## config.mk

```make
export PLATFORM = sky130hd
export DESIGN_NAME = valley_detect_merge_top
export DESIGN_NICKNAME = d
export VERILOG_FILES = /design/src/rtl/vdm_pkg.sv /design/src/rtl/valley_detect_merge_top.sv /design/src/rtl/vdm_core.sv /design/src/rtl/vdm_rsp_fifo.sv
export SDC_FILE = /design/constraint.sdc
export NUM_CORES = 1
export LEC_CHECK = 0
export BUFFER_PORTS_ARGS = -buffer_cell sky130_fd_sc_hd__buf_2
export CORE_MARGIN = 10
export CORE_UTILIZATION = 45
export CTS_BUF_LIST = sky130_fd_sc_hd__clkbuf_8
export DETAILED_ROUTE_END_ITERATION = 7
export GPL_TIMING_DRIVEN = 0
export PLACE_DENSITY = 0.63
export SLEW_MARGIN = 25
export SYNTH_ARGS = -nofsm -noshare
export SYNTH_HDL_FRONTEND = slang
export SYNTH_SLANG_ARGS = --single-unit
```

## constraint.sdc

```tcl
create_clock -name clock -period 6.9 [get_ports clock]
set_clock_uncertainty 0.2 [all_clocks]
set_input_delay 2.07 -clock clock [delete_from_list [all_inputs] [get_ports clock]]
set_output_delay 2.07 -clock clock [all_outputs]
set_load 0.02 [all_outputs]
```

## src/rtl/vdm_pkg.sv

```systemverilog
// Shared types and constants for the valley detector with cluster merging.
package vdm_pkg;

   localparam int PosBits   = 12;
   localparam int DepthBits = 16;
   localparam int CsrBits   = 2;

   // configuration register indexes
   localparam logic [CsrBits-1:0] CsrSearchStart   = 2'd0;
   localparam logic [CsrBits-1:0] CsrSearchEnd     = 2'd1;
   localparam logic [CsrBits-1:0] CsrDepthThresh   = 2'd2;
   localparam logic [CsrBits-1:0] CsrMergeGap      = 2'd3;

   // configuration reset values
   localparam logic [PosBits-1:0]   SearchStartRst = 12'd620;
   localparam logic [PosBits-1:0]   SearchEndRst   = 12'd1300;
   localparam logic [DepthBits-1:0] DepthThreshRst = 16'd30;
   localparam logic [PosBits-1:0]   MergeGapRst    = 12'd20;

   typedef struct packed {
      logic [PosBits-1:0]   valley_position;
      logic [DepthBits-1:0] valley_depth;
      logic                 found;
      logic                 frame_done;
   } rsp_item_type;

   typedef struct packed {
      logic [1:0]   count;
      rsp_item_type first;
      rsp_item_type second;
   } push_type;

   typedef struct packed {
      logic [PosBits-1:0]   search_start;
      logic [PosBits-1:0]   search_end;
      logic [DepthBits-1:0] depth_threshold;
      logic [PosBits-1:0]   merge_gap;
   } cfg_type;

endpackage

```

## src/rtl/valley_detect_merge_top.sv

```systemverilog
// Top level of the valley detector: input register, config registers, core and result queue.
//
// Usage: push one filtered sample per item on the req_ channel, with req_frame_end
// high on the last sample of a frame. Positions count from 0 at each frame start.
// Results leave on the rsp_ channel: one item per cluster of merged valleys with
// its deepest member (earliest on ties), or one marker item with rsp_found low
// when a frame had no valley. rsp_frame_done marks the last item of each frame.
// A valley is judged when the sample after it arrives.
// Path: a result is offered on rsp_ once the item that causes it has passed the input
// register and then been written to the result queue; the item waits in the input
// register while the queue lacks room for two items.
// Throughput: one sample per cycle; the input register is released only when the
// four-entry result queue has room for two items, so an item that causes two
// results stalls the input only if the receiver cannot keep up.
// Stall: rsp_stall holds the queue head stable; once the queue holds more than two
// items, a waiting input item is held and req_stall rises.
// Reset (synchronous, active high) empties the queue, clears frame state and loads
// the default window 620..1300, depth threshold 30 and merge gap 20.
// csr_ writes take effect at once and are meant for idle periods only.
module valley_detect_merge_top import vdm_pkg::*; #(
   parameter int MAX_FRAME_LEN = 4096,
   parameter int SAMPLE_BITS   = 16
) (
   input  logic                   clock,
   input  logic                   reset,
   input  logic                   req_valid,
   output logic                   req_stall,
   input  logic [SAMPLE_BITS-1:0] req_sample,
   input  logic                   req_frame_end,
   output logic                   rsp_valid,
   input  logic                   rsp_stall,
   output logic [PosBits-1:0]     rsp_valley_position,
   output logic [DepthBits-1:0]   rsp_valley_depth,
   output logic                   rsp_found,
   output logic                   rsp_frame_done,
   input  logic                   csr_write_enable,
   input  logic [CsrBits-1:0]     csr_index,
   input  logic [DepthBits-1:0]   csr_write_data
);

   cfg_type cfg_ff;
   logic                   in_valid_ff;
   logic [SAMPLE_BITS-1:0] sample_ff;
   logic                   frame_end_ff;
   logic                   room2, fire, accept, pop;
   push_type               push;
   rsp_item_type           head;

   assign fire      = in_valid_ff && room2;
   assign req_stall = in_valid_ff && !room2;
   assign accept    = req_valid && !req_stall;
   assign pop       = rsp_valid && !rsp_stall;

   always_ff @(posedge clock) begin
      if (reset) begin
         cfg_ff.search_start    <= SearchStartRst;
         cfg_ff.search_end      <= SearchEndRst;
         cfg_ff.depth_threshold <= DepthThreshRst;
         cfg_ff.merge_gap       <= MergeGapRst;
      end else if (csr_write_enable) begin
         unique case (csr_index)
            CsrSearchStart: cfg_ff.search_start    <= csr_write_data[PosBits-1:0];
            CsrSearchEnd:   cfg_ff.search_end      <= csr_write_data[PosBits-1:0];
            CsrDepthThresh: cfg_ff.depth_threshold <= csr_write_data;
            CsrMergeGap:    cfg_ff.merge_gap       <= csr_write_data[PosBits-1:0];
            default:        cfg_ff <= cfg_ff;
         endcase
      end
   end

   always_ff @(posedge clock) begin
      if (reset) begin
         in_valid_ff <= 1'b0;
      end else if (accept) begin
         in_valid_ff <= 1'b1;
      end else if (fire) begin
         in_valid_ff <= 1'b0;
      end
   end

   always_ff @(posedge clock) begin
      if (accept) begin
         sample_ff    <= req_sample;
         frame_end_ff <= req_frame_end;
      end
   end

   vdm_core #(
      .MAX_FRAME_LEN(MAX_FRAME_LEN),
      .SAMPLE_BITS  (SAMPLE_BITS)
   ) u_core (
      .clock    (clock),
      .reset    (reset),
      .cfg      (cfg_ff),
      .fire     (fire),
      .sample   (sample_ff),
      .frame_end(frame_end_ff),
      .push     (push)
   );

   vdm_rsp_fifo u_fifo (
      .clock    (clock),
      .reset    (reset),
      .push     (push),
      .pop      (pop),
      .room2    (room2),
      .out_valid(rsp_valid),
      .out_item (head)
   );

   assign rsp_valley_position = head.valley_position;
   assign rsp_valley_depth    = head.valley_depth;
   assign rsp_found           = head.found;
   assign rsp_frame_done      = head.frame_done;

endmodule

```

## src/rtl/vdm_core.sv

```systemverilog
// Valley test, cluster tracking and result formation for one sample per cycle, on cycles with fire high.
module vdm_core import vdm_pkg::*; #(
   parameter int MAX_FRAME_LEN = 4096,
   parameter int SAMPLE_BITS   = 16
) (
   input  logic                   clock,
   input  logic                   reset,
   input  cfg_type                cfg,
   input  logic                   fire,
   input  logic [SAMPLE_BITS-1:0] sample,
   input  logic                   frame_end,
   output push_type               push
);

   localparam int PW = $clog2(MAX_FRAME_LEN + 1);
   localparam int DW = SAMPLE_BITS + 1;
   localparam int CW = PW + PosBits;
   localparam logic [PW-1:0] MaxPos = PW'(MAX_FRAME_LEN);
   localparam logic [PW-1:0] FirstJudged = PW'(2);
   localparam logic [PW-1:0] OnePos = PW'(1);

   logic signed [SAMPLE_BITS-1:0] older_ff, older_in;
   logic signed [SAMPLE_BITS-1:0] middle_ff, middle_in;
   logic [PW-1:0] pos_cnt_ff, pos_cnt_in;
   logic [PW-1:0] best_pos_ff, best_pos_in;
   logic [DW-1:0] best_depth_ff, best_depth_in;
   logic [PW-1:0] last_raw_ff, last_raw_in;
   logic          cluster_open_ff, cluster_open_in;
   logic          any_emitted_ff, any_emitted_in;

   logic signed [SAMPLE_BITS-1:0] cur;
   logic [PW-1:0] idx;
   logic [PW-1:0] spacing;
   logic [DW-1:0] depth;
   logic          judged, in_window, depth_ok, raw, joined, close_old, final_emit;
   logic [DW+DepthBits-1:0] depth_wide, thr_wide, best_wide, best_next_wide;
   rsp_item_type  closed_item, final_item;
   logic [CW-1:0] pos_wide, best_pos_wide, best_pos_next_wide;

   assign cur     = sample;
   assign idx     = pos_cnt_ff - OnePos;
   assign spacing = idx - last_raw_ff;
   assign depth   = '0 - {middle_ff[SAMPLE_BITS-1], middle_ff};

   assign judged    = (pos_cnt_ff >= FirstJudged) && (pos_cnt_ff < MaxPos);
   assign pos_wide  = {{PosBits{1'b0}}, idx};
   assign in_window = (pos_wide >= {{PW{1'b0}}, cfg.search_start})
                   && (pos_wide <= {{PW{1'b0}}, cfg.search_end});
   assign depth_wide = {{DepthBits{1'b0}}, depth};
   assign thr_wide   = {{DW{1'b0}}, cfg.depth_threshold};
   assign depth_ok   = !depth[DW-1] && (depth_wide >= thr_wide);
   assign raw = judged && in_window && (middle_ff < older_ff) && (middle_ff <= cur)
             && depth_ok;
   assign joined = cluster_open_ff
                && ({{PosBits{1'b0}}, spacing} <= {{PW{1'b0}}, cfg.merge_gap});
   assign close_old = raw && !joined && cluster_open_ff;

   always_comb begin
      best_pos_in   = best_pos_ff;
      best_depth_in = best_depth_ff;
      last_raw_in   = last_raw_ff;
      if (raw) begin
         last_raw_in = idx;
         if (!joined || (depth > best_depth_ff)) begin
            best_pos_in   = idx;
            best_depth_in = depth;
         end
      end
   end

   assign cluster_open_in = cluster_open_ff | raw;
   assign any_emitted_in  = any_emitted_ff | close_old;
   assign older_in        = middle_ff;
   assign middle_in       = cur;
   assign pos_cnt_in      = (pos_cnt_ff < MaxPos) ? pos_cnt_ff + OnePos : pos_cnt_ff;

   assign best_wide          = {{DepthBits{1'b0}}, best_depth_ff};
   assign best_next_wide     = {{DepthBits{1'b0}}, best_depth_in};
   assign best_pos_wide      = {{PosBits{1'b0}}, best_pos_ff};
   assign best_pos_next_wide = {{PosBits{1'b0}}, best_pos_in};

   always_comb begin
      closed_item.valley_position = best_pos_wide[PosBits-1:0];
      closed_item.valley_depth    = best_wide[DepthBits-1:0];
      closed_item.found           = 1'b1;
      closed_item.frame_done      = 1'b0;
      if (cluster_open_in) begin
         final_item.valley_position = best_pos_next_wide[PosBits-1:0];
         final_item.valley_depth    = best_next_wide[DepthBits-1:0];
         final_item.found           = 1'b1;
      end else begin
         // no valley anywhere in the frame: marker item
         final_item.valley_position = '0;
         final_item.valley_depth    = '0;
         final_item.found           = 1'b0;
      end
      final_item.frame_done = 1'b1;
   end

   assign final_emit = frame_end && (cluster_open_in || !any_emitted_in);

   always_comb begin
      push.first  = closed_item;
      push.second = final_item;
      push.count  = 2'd0;
      if (fire) begin
         if (close_old) begin
            push.count = final_emit ? 2'd2 : 2'd1;
            if (frame_end && !final_emit) begin
               push.first.frame_done = 1'b1;
            end
         end else if (final_emit) begin
            push.count = 2'd1;
            push.first = final_item;
         end
      end
   end

   always_ff @(posedge clock) begin
      if (reset) begin
         older_ff        <= '0;
         middle_ff       <= '0;
         pos_cnt_ff      <= '0;
         best_pos_ff     <= '0;
         best_depth_ff   <= '0;
         last_raw_ff     <= '0;
         cluster_open_ff <= 1'b0;
         any_emitted_ff  <= 1'b0;
      end else if (fire) begin
         if (frame_end) begin
            // drop all frame state
            older_ff        <= '0;
            middle_ff       <= '0;
            pos_cnt_ff      <= '0;
            best_pos_ff     <= '0;
            best_depth_ff   <= '0;
            last_raw_ff     <= '0;
            cluster_open_ff <= 1'b0;
            any_emitted_ff  <= 1'b0;
         end else begin
            older_ff        <= older_in;
            middle_ff       <= middle_in;
            pos_cnt_ff      <= pos_cnt_in;
            best_pos_ff     <= best_pos_in;
            best_depth_ff   <= best_depth_in;
            last_raw_ff     <= last_raw_in;
            cluster_open_ff <= cluster_open_in;
            any_emitted_ff  <= any_emitted_in;
         end
      end
   end

   a_pair_order: assert property (@(posedge clock) disable iff (reset)
      (push.count == 2'd2) |-> (!push.first.frame_done && push.second.frame_done))
      else $error("two-item push out of order");

   a_marker_alone: assert property (@(posedge clock) disable iff (reset)
      (push.count != 2'd0 && !push.first.found) |->
         (push.count == 2'd1 && push.first.frame_done && !cluster_open_ff))
      else $error("no-valley marker with other items");

   a_frame_clear: assert property (@(posedge clock) disable iff (reset)
      (fire && frame_end) |=> (pos_cnt_ff == '0 && !cluster_open_ff))
      else $error("frame state not cleared");

endmodule

```

## src/rtl/vdm_rsp_fifo.sv

```systemverilog
// Four-entry result queue taking up to two items per cycle.
module vdm_rsp_fifo import vdm_pkg::*; (
   input  logic         clock,
   input  logic         reset,
   input  push_type     push,
   input  logic         pop,
   output logic         room2,
   output logic         out_valid,
   output rsp_item_type out_item
);

   localparam logic [2:0] Depth = 3'd4;

   rsp_item_type entry_ff [4];
   logic [1:0] wr_ptr_ff, wr_ptr_in;
   logic [1:0] rd_ptr_ff, rd_ptr_in;
   logic [2:0] count_ff, count_in;
   logic [1:0] wr_next;

   assign wr_next   = wr_ptr_ff + 2'd1;
   assign room2     = (count_ff <= 3'd2);
   assign out_valid = (count_ff != 3'd0);
   assign out_item  = entry_ff[rd_ptr_ff];

   assign wr_ptr_in = wr_ptr_ff + push.count;
   assign rd_ptr_in = rd_ptr_ff + {1'b0, pop};
   assign count_in  = count_ff + {1'b0, push.count} - {2'b0, pop};

   always_ff @(posedge clock) begin
      if (push.count != 2'd0) begin
         entry_ff[wr_ptr_ff] <= push.first;
      end
      if (push.count == 2'd2) begin
         entry_ff[wr_next] <= push.second;
      end
   end

   always_ff @(posedge clock) begin
      if (reset) begin
         wr_ptr_ff <= '0;
         rd_ptr_ff <= '0;
         count_ff  <= '0;
      end else begin
         wr_ptr_ff <= wr_ptr_in;
         rd_ptr_ff <= rd_ptr_in;
         count_ff  <= count_in;
      end
   end

   a_no_overflow: assert property (@(posedge clock) disable iff (reset)
      (push.count != 2'd0) |-> ({1'b0, count_ff} + {2'b0, push.count} <= {1'b0, Depth}))
      else $error("result queue overflow");

   a_reset_empty: assert property (@(posedge clock)
      (!reset && $past(reset)) |-> (count_ff == 3'd0))
      else $error("result queue not empty after reset");

   a_pop_advance: assert property (@(posedge clock) disable iff (reset)
      (pop && out_valid) |=> (rd_ptr_ff == $past(rd_ptr_ff) + 2'd1))
      else $error("read pointer did not advance");

endmodule
```

==> results of run 1 <==
-- power groups by stage --
stage          Clock, mW  Combinational [mW]  Sequential (mW)
6_report            1.50                1.46             1.87
5_1_grt             1.60                1.62             1.87
4_1_cts             1.52                1.43             1.87
3_5_place_dp           0                1.37             1.90
3_3_place_gp           0                1.33             1.90
2_1_floorplan          0               0.954             1.89
-- critical path: stages, from the launching register on --
cell and delay, ps:
dfxtp_1 420, inv_2 210, ha_1 200, or3b_1 340
buf_2 190, or3_1 400, xor2_4 310, ha_1 310
a211oi_1 210, o21bai_1 100, a21oi_1 160, o211ai_1 140
a221oi_4 410, nor3_4 120, nor2_4 260, buf_2 350
a21oi_1 130, ha_2 440, o21ai_4 120, nor2_1 420
a21oi_1 190, nor2_4 350, buf_2 320, a22o_1 180
-- sequential cells by signal, indices dropped and copies added (netlist names) --
signal                  flops
u_fifo.wr_ptr_ff            2
u_core.pos_cnt_ff          13
u_core.last_raw_ff         13
frame_end_ff                1
sample_ff                  16
u_fifo.count_ff             3
u_core.cluster_open_ff      1
in_valid_ff                 1
cfg_ff                     52
u_fifo.rd_ptr_ff            2
u_fifo.entry_ff           120
u_core.older_ff            16
u_core.best_pos_ff         12
u_core.best_depth_ff       17
u_core.middle_ff           16
u_core.any_emitted_ff       1
-- routing by layer --
layer,track usage,vias up,part of all wire
li1,-,6078,-
met1,0.2748,6078,0.44
met2,0.3369,410,0.47
met3,0.03230,78,0.066
met4,0.05123,0,0.021
met5,0,-,0
-- metrics by stage --
step / total power [mW] / hold slack, ps / setup WS, ps / TNS [ps]
5_1_grt: 5.098 / 268.8 / -18.48 / -65.29
4_1_cts: 4.816 / 253.4 / 4.437 / 0
3_5_place_dp: 3.273 / 239.6 / -1830 / -278040
2_1_floorplan: 2.840 / 221.0 / 125.8 / 0
6_report: 4.836 / 252.7 / 262.3 / 0
3_3_place_gp: 3.232 / 227.9 / -2407 / -355620
-- placed cells by master (no fill, tap or decap), types with 9 or more instances in the layout --
cell type / count
nor2_1: 174
dfxtp_1: 151
inv_1: 138
nand2_1: 133
edfxtp_1: 133
ha_1: 119
a21oi_1: 96
buf_2: 90
a22o_1: 79
a22oi_1: 55
clkbuf_8: 52
clkbuf_1: 45
o21ai_0: 40
nor3_1: 32
mux4_2: 30
xnor2_1: 25
buf_4: 25
a21o_1: 20
a31oi_1: 20
nor2b_1: 15
a211o_1: 15
nand3_1: 14
nand4_1: 14
or3_1: 10
nand2b_1: 10
clkinv_1: 10
o211ai_1: 9
mux2i_1: 9
o22ai_1: 9
-- what timing repair did --
action / 4_1_cts / 5_1_grt
pin swaps: 2 / 7
setup endpoints to repair: 267 / 133
buffers inserted: 2 / 22
gates resized for setup: 37 / 31
-- final timing paths --
kind         slack (ps)                      to  cells after the start
max                 260  u_fifo.entry_ff[3][28]                     23
min                 250              cfg_ff[17]                      2
max reg2reg         260  u_fifo.entry_ff[3][28]                     23
min reg2reg         250              cfg_ff[17]                      2
-- cell type report --
| cell class | instances | area [um^2] | share of cell area |
|---|---|---|---|
| Buffer | 80 | 366.6 | 0.02013 |
| Clock buffer | 52 | 715.7 | 0.03929 |
| Clock inverter | 36 | 229.0 | 0.01257 |
| Inverter | 126 | 484.2 | 0.02659 |
| Multi-Input combinational cell | 1093 | 8179 | 0.4491 |
| Sequential cell | 286 | 7062 | 0.3877 |
| Tap cell | 455 | 569.3 | 0.03126 |
| Timing Repair Buffer | 96 | 608.1 | 0.03339 |
-- cell families (layout without fill, tap and decap cells) --
family          Yosys count  after routing
simple gates            471            471
compound gates          408            408
flops                   286            286
buf+inv                 211            390
fa+ha+maj               123            123
xor+xnor                 47             47
mux                      44             44
==> results.cfg, run 1 <==
[sta]
maxSlewViolCount = 0
period_minus_slack_ps = 6638
slew_headroom = 0.3418
setup_viol = 0
rsz0062_at_grt = true
finalCritPeriodShare = 0.9620
tightest_slew_ps = 987.3
max_freq_mhz = 150.7
final-hold-violation-count = 0

[detailed_routing]
firstDrtPassIters = 6
wl_mm = 44.16
drt_iter0_markers = 914
drc = 0
ant_nets = 0
drt-wirelength-per-cell_um = 19.86
vias = 12640
via_per_inst = 5.685

[clocking]
clock-sinks = 286
numCtsBuffers = 48
insertion_delay_ps = 560
cts-htree-levels = 2
cts.clk_slew.worst_paths_ps = 70
root_buffer = clkbuf_8
hold_buffers = 0
cts_tree = built
cts_buffer_depth = 3

[yosys]
syn_nets = 1753
synth_flop_cell = dfxtp_1
synth.most_common_cell = nor2_1
avgSynthCellArea_um2 = 9.891
async_flop_share = 0
synthAdderAreaFrac = 0.09881
synth_warnings = 0
synth_edf_count = 133
synthMuxAreaShare = 0.05227
synth_compound_area_frac = 0.1827
yosys-top-cells-count = nor2_1 (175), dfxtp_1 (153), nand2_1 (138)
synthDominantCellAreaShare = 0.2540
synth-seq-cells = 286
synth.distinct_cells = 75
yosys.area.top_type = edfxtp_1
netlist_area_um2 = 15730
synth_simple_gate_area_frac = 0.1377
synthXorXnorAreaFrac = 0.02618
synth_area_leaders = edfxtp_1 (25%), dfxtp_1 (19%), ha_1 (9.6%), a22o_1 (4.4%), mux4_2 (4.3%)
ys_seq_area_frac = 0.4487
synth_top_family_by_area = compound AO/OA/AOI/OAI gates
synth_cells = 1590

[hold_path]
hold_path_class = reg -> reg
min_from = cfg_ff[17]

[power]
power_frac_clock = 0.311
p_int_mw = 3.201
netSwitchingFraction = 0.3380
power.leakage_nw = 6.955
combinationalPowerShare = 0.303
cellPowerDensity_nw_per_um2 = 265.5
switching_power_mw = 1.635
pwr-share-seq = 0.386
peakVddDrop_mv = 0.1616

[cells_and_area]
area_growth_pct = 15.82
final_cell_area_um2 = 18210
stdcell_count = 2224
drive_above_1_share = 0.1645
n_fill_cell = 3172
final_util = 0.5273
nNetsFinal = 1894
antenna_cells = 0

[grt]
gr-usage-all-layers = 0.2042
antenna_found_initial = 0
grt_start_max_net_pins = 30
grt_pass1_vias = 12410
grt_pass1_wl_mm = 69.07
overflow = 0

[placement]
port_buffers = 69
gp_congestion = 0.9049
dp_hpwl_mm = 32.27
placed_area_um2 = 16750
dp.cells = 2117

[worst_setup_path]
cp.arrival_ps = 6870
cp-end-kind = register
startpoint_type = register
cp_max_fo = 10
startpoint = u_core.middle_ff[0]
worstReg2RegStart = u_core.middle_ff[0]
critPathKind = reg -> reg
cp.required_ps = 7130

[floorplanning]
initial_utilization = 0.4553
core_um2 = 34540
die_y_um = 206.9
io_pins = 72
num_rows = 68
fp.dieArea_um2 = 42820
dieWidth_um = 206.9

[outcome]
outcome = finished clean

[job]
drv_cap = 0
(Power assumes the default switching activity.)
==> inputs of run 2 (changes only) <==
--- a/config.mk
+++ b/config.mk
@@ -12,6 +12,7 @@
 export DETAILED_ROUTE_END_ITERATION = 7
 export GPL_TIMING_DRIVEN = 0
 export PLACE_DENSITY = 0.63
+export REMOVE_ABC_BUFFERS = 1
 export SLEW_MARGIN = 25
 export SYNTH_ARGS = -nofsm -noshare
 export SYNTH_HDL_FRONTEND = slang
==> results.cfg, run 2 (synthesis results as in run 1) <==
[worst_setup_path]
r2r_cells = 28
startpoint = u_core.pos_cnt_ff[0]
worstReg2RegStart = u_core.pos_cnt_ff[0]
cp-end-kind = register
crit_top_cell = a21o_1
cp-endpoint = u_fifo.entry_ff[2][7]
crit_family = compound AO/OA/AOI/OAI gates
crit_cells = 28
cp.arrival_ps = 6610
r2r_slack_ps = 410
reg2reg_to = u_fifo.entry_ff[2][7]
crit_slowest_cell = dfxtp_4
slowest_delay_ps = 440
startpoint_type = register
crit_buf_inv = 2
cp_max_fo = 14
cp.required_ps = 7020
critPathKind = reg -> reg

[floorplanning]
initial_utilization = 0.4553
dieWidth_um = 206.9
die_y_um = 206.9
fp.dieArea_um2 = 42820
io_pins = 72
core_um2 = 34540
num_rows = 68

[power]
power.leakage_nw = 6.792
peakVddDrop_mv = 0.1945
cellPowerDensity_nw_per_um2 = 269.4

[cells_and_area]
top_register = u_fifo.entry_ff
area_growth_pct = 14.21
drive_above_1_share = 0.1607
mostFrequentLayoutCells = nor2_1 (172), dfxtp_1 (150), inv_1 (138)
nNetsFinal = 1814
final_util = 0.5200
largest_reg_flops = 120
final_common_cell = nor2_1
top_regs = u_fifo.entry_ff: 120 flops, cfg_ff: 52 flops, u_core.best_depth_ff: 17 flops
antenna_cells = 0

[placement]
gp_congestion = 0.8775
dp_hpwl_mm = 29.01
port_buffers = 71

[detailed_routing]
wl_mm = 41.59
vias = 12340
drt_iter0_markers = 979
firstDrtPassIters = 7
drc = 0
drt-wirelength-per-cell_um = 19.36
via_per_inst = 5.743
ant_nets = 0

[grt]
antenna_found_initial = 0
overflow = 0
gr-usage-all-layers = 0.1941
grt_start_max_net_pins = 88
grt_pass1_vias = 12250
grt_pass1_wl_mm = 66.09

[clocking]
cts.clk_slew.worst_paths_ps = 60
insertion_delay_ps = 590
hold_buffers = 0
numCtsBuffers = 50
cts_tree = built
cts_buffer_depth = 3
root_buffer = clkbuf_8
cts-htree-levels = 2
clock-sinks = 286

[sta]
whs_ps = 252.2
final-hold-violation-count = 0
tightest_slew_ps = 1024
rsz0062_at_grt = false
setup_viol = 0
finalCritPeriodShare = 0.9406
period_minus_slack_ps = 6490
max_freq_mhz = 154.1
maxSlewViolCount = 0
slew_headroom = 0.3173

[outcome]
outcome = finished clean

[hold_path]
hold_path_class = reg -> reg

[job]
drv_cap = 0
[run 2: worst min path at each step]
| stage | from | to | cells after the start | slack (ps) |
|---|---|---|---|---|
| finish | cfg_ff[33] | cfg_ff[33] | 2 | 250 |
| global route | u_fifo.entry_ff[2][0] | u_fifo.entry_ff[2][0] | 1 | 270 |
| CTS | u_fifo.entry_ff[2][0] | u_fifo.entry_ff[2][0] | 1 | 250 |
| detailed placement | u_fifo.entry_ff[2][0] | u_fifo.entry_ff[2][0] | 1 | 240 |
| global placement | u_fifo.entry_ff[1][0] | u_fifo.entry_ff[1][0] | 1 | 230 |
| floorplan | u_fifo.entry_ff[2][0] | u_fifo.entry_ff[2][0] | 1 | 220 |
[run 2: per-stage QoR]
step | cell area, um^2 | std cells | total power [mW] | setup TNS (ps) | worst slack [ps]
2_1_floorplan | 15360 | 1505 | 2.814 | 0 | 338.2
3_3_place_gp | 16280 | 2031 | 3.199 | -363260 | -2149
3_5_place_dp | 16510 | 2041 | 3.246 | -231990 | -1484
4_1_cts | 17710 | 2136 | 4.853 | 0 | 53.72
5_1_grt | 17960 | 2148 | 5.113 | 0 | 45.19
6_report | 17960 | 2148 | 4.839 | 0 | 410.2
[run 2: per-layer routing]
layer,share of wire,GRT usage,up-vias
met1,0.45,0.2589,5892
met2,0.46,0.3080,428
met4,0.029,0.07477,0
met5,0,0,-
li1,-,-,5923
met3,0.067,0.03527,92
[run 2: repair_timing]
| item | CTS | global route |
|---|---|---|
| endpoints found under the hold margin | 0 | 0 |
| setup buffers | 1 | 12 |
| endpoints found under the setup margin | 267 | 202 |
| pin swaps | 1 | 8 |
| gates resized for setup | 35 | 26 |
[run 2: layout make-up]
cell class | count | area [um^2]
clock buffers | 56 | 770.7
repair buffers | 94 | 696.9
flip-flops and latches | 286 | 7066
well taps | 455 | 569.3
clock inverters | 38 | 241.5
multi-input cells | 1093 | 8139
fillers | 3149 | 16580
inverters | 126 | 478.0
[run 2: power breakdown]
group          total [mW]  internal, mW  switching (mW)  leakage, nW
logic                1.34         0.532           0.810         3.68
registers            1.92          1.83          0.0957         2.54
clock network        1.58         0.859           0.716        0.576
total                4.84          3.22            1.62         6.79
[run 2: worst reg2reg max path: cells and delay by family (launching register included)]
| kind | cells | cell delay, ps |
|---|---|---|
| adder cells (fa/ha/maj) | 4 | 1400 |
| AO/OA/AOI/OAI | 13 | 2540 |
| XOR/XNOR | 1 | 150 |
| flip-flops | 1 | 440 |
| buffers and inverters | 2 | 220 |
| AND/OR/NAND/NOR | 8 | 1310 |
==> inputs of run 3 (changes only) <==
--- a/config.mk
+++ b/config.mk
@@ -8,7 +8,6 @@
 export BUFFER_PORTS_ARGS = -buffer_cell sky130_fd_sc_hd__buf_2
 export CORE_MARGIN = 10
 export CORE_UTILIZATION = 45
-export CTS_BUF_LIST = sky130_fd_sc_hd__clkbuf_8
 export DETAILED_ROUTE_END_ITERATION = 7
 export GPL_TIMING_DRIVEN = 0
 export PLACE_DENSITY = 0.63
==> results.cfg, run 3 (synthesis results as in run 1) <==
[grt]
grt_start_max_net_pins = 88
grt_pass1_wl_mm = 65.61
grt_pass1_vias = 12070
overflow = 0
antenna_found_initial = 0
gr-usage-all-layers = 0.1928

[sta]
fin_ws_ps = 395.5
max_freq_mhz = 153.7
whs_ps = 252.0
period_minus_slack_ps = 6504
final-hold-violation-count = 0
tns_ps = 0
finalCritPeriodShare = 0.9427
maxSlewViolCount = 0
setup_viol = 0
rsz0062_at_grt = false
slew_headroom = 0.3033
tightest_slew_ps = 1045

[worst_setup_path]
r2r_slack_ps = 400
startpoint_type = register
cp_max_fo = 14
crit_family = compound AO/OA/AOI/OAI gates
cp.required_ps = 6960
worstPathCellList = nor3_2 -> nand2_1 -> nor4_1 -> xor2_2 -> ha_1 -> o21ai_0 -> a21oi_1 -> o41ai_2 -> xnor2_1 -> ha_1 -> nand3_1 -> nor2_1 -> o21ai_0 -> a21oi_1 -> o21ai_2 -> a21o_1 -> nor4_1 -> ha_2 -> o21ai_4 -> nor2_1 -> and2_2 -> o21a_4 -> a22o_1
crit_slowest_cell = xor2_2
critPathKind = reg -> reg
crit_buf_inv = 0
cp.arrival_ps = 6560
slowest_delay_ps = 530
cp-end-kind = register

[power]
peakVddDrop_mv = 0.1903
finalPower_mw = 5.018
power.leakage_nw = 6.757
cellPowerDensity_nw_per_um2 = 278.2

[detailed_routing]
firstDrtPassIters = 5
drt-wirelength-per-cell_um = 19.71
ant_nets = 0
vias = 12330
via_per_inst = 5.831
drc = 0
drt_iter0_markers = 896
wl_mm = 41.69

[placement]
placed_area_um2 = 16510
place_worst_setup_slack_ps = -1484
dp.cells = 2041
gp_congestion = 0.8775
port_buffers = 71
dp_hpwl_mm = 29.01

[floorplanning]
num_rows = 68
dieWidth_um = 206.9
core_um2 = 34540
fp.dieArea_um2 = 42820
die_y_um = 206.9
io_pins = 72
initial_utilization = 0.4553

[cells_and_area]
seqCellArea_um2 = 7066
nNetsFinal = 1798
stdcell_count = 2115
mostFrequentLayoutCells = nor2_1 (172), dfxtp_1 (150), nand2_1 (133), edfxtp_1 (133), inv_1 (123)
n_fill_cell = 3115
drive_above_1_share = 0.1524
antenna_cells = 0
final_cell_area_um2 = 18040
multi_input_area_um2 = 8130
final_util = 0.5222
area_growth_pct = 14.71
top_regs = u_fifo.entry_ff: 120 flops, cfg_ff: 52 flops, u_core.best_depth_ff: 17 flops
final_common_cell = nor2_1
largest_reg_flops = 120
top_register = u_fifo.entry_ff

[clocking]
insertion_delay_ps = 520
root_buffer = clkbuf_16
cts-htree-levels = 2
cts_buffer_depth = 3
cts.clk_slew.worst_paths_ps = 60
cts_tree = built
numCtsBuffers = 34
clock-sinks = 286

[outcome]
outcome = finished clean

[hold_path]
hold_path_class = reg -> reg

[job]
drv_cap = 0
==> run 3: cell count changes in the layout (fill, tap and decap cells not counted), sizes merged <==
| cell | before | now |
|---|---|---|
| bufinv | 3 | 1 |
| clkbuf | 56 | 50 |
| clkinv | 18 | 9 |
| clkinvlp | 1 | 0 |
| inv | 142 | 127 |
==> run 3: final timing paths <==
| check | startpoint | end | cells after the start |
|---|---|---|---|
| max | u_core.pos_cnt_ff[2] | u_fifo.entry_ff[2][7] | 23 |
| min | cfg_ff[33] | cfg_ff[33] | 2 |
| min reg2reg | cfg_ff[33] | cfg_ff[33] | 2 |
| max reg2reg | u_core.pos_cnt_ff[2] | u_fifo.entry_ff[2][7] | 23 |
==> run 3: worst reg2reg max path: cells and delay by family (launching register included) <==
| family | cells | cell delay (ps) |
|---|---|---|
| AO/OA/AOI/OAI | 10 | 1930 |
| flip-flops | 1 | 460 |
| XOR/XNOR | 2 | 680 |
| AND/OR/NAND/NOR | 8 | 1890 |
| adder cells (fa/ha/maj) | 3 | 1110 |
==> run 3: report_power, final <==
part	leakage (nW)	total [mW]	switching (mW)	internal [mW]
Clock	0.542	1.76	0.699	1.06
Sequential	2.54	1.92	0.0969	1.83
Combinational	3.68	1.33	0.806	0.527
Total	6.76	5.02	1.60	3.42
==> run 3: cell type report <==
class | instances | share of cell area
Clock buffer | 50 | 0.05673
Clock inverter | 11 | 0.004231
Inverter | 126 | 0.02649
Multi-Input combinational cell | 1093 | 0.4507
Sequential cell | 286 | 0.3917
Tap cell | 455 | 0.03156
Timing Repair Buffer | 94 | 0.03863
==> run 3: repair_timing <==
action / in CTS / in global routing
buffers inserted: 1 / 12
setup endpoints to repair: 267 / 194
hold buffers: 0 / 0
pin swaps: 1 / 8
gates resized for setup: 36 / 25
cloned: 0 / 0
==> run 3: metal layers <==
layer / vias to the layer above / share of wire / global-route usage
met5: - / 0 / 0
met2: 410 / 0.46 / 0.3086
met1: 5958 / 0.45 / 0.2581
li1: 5888 / - / -
met3: 76 / 0.064 / 0.03199
met4: 0 / 0.028 / 0.07089
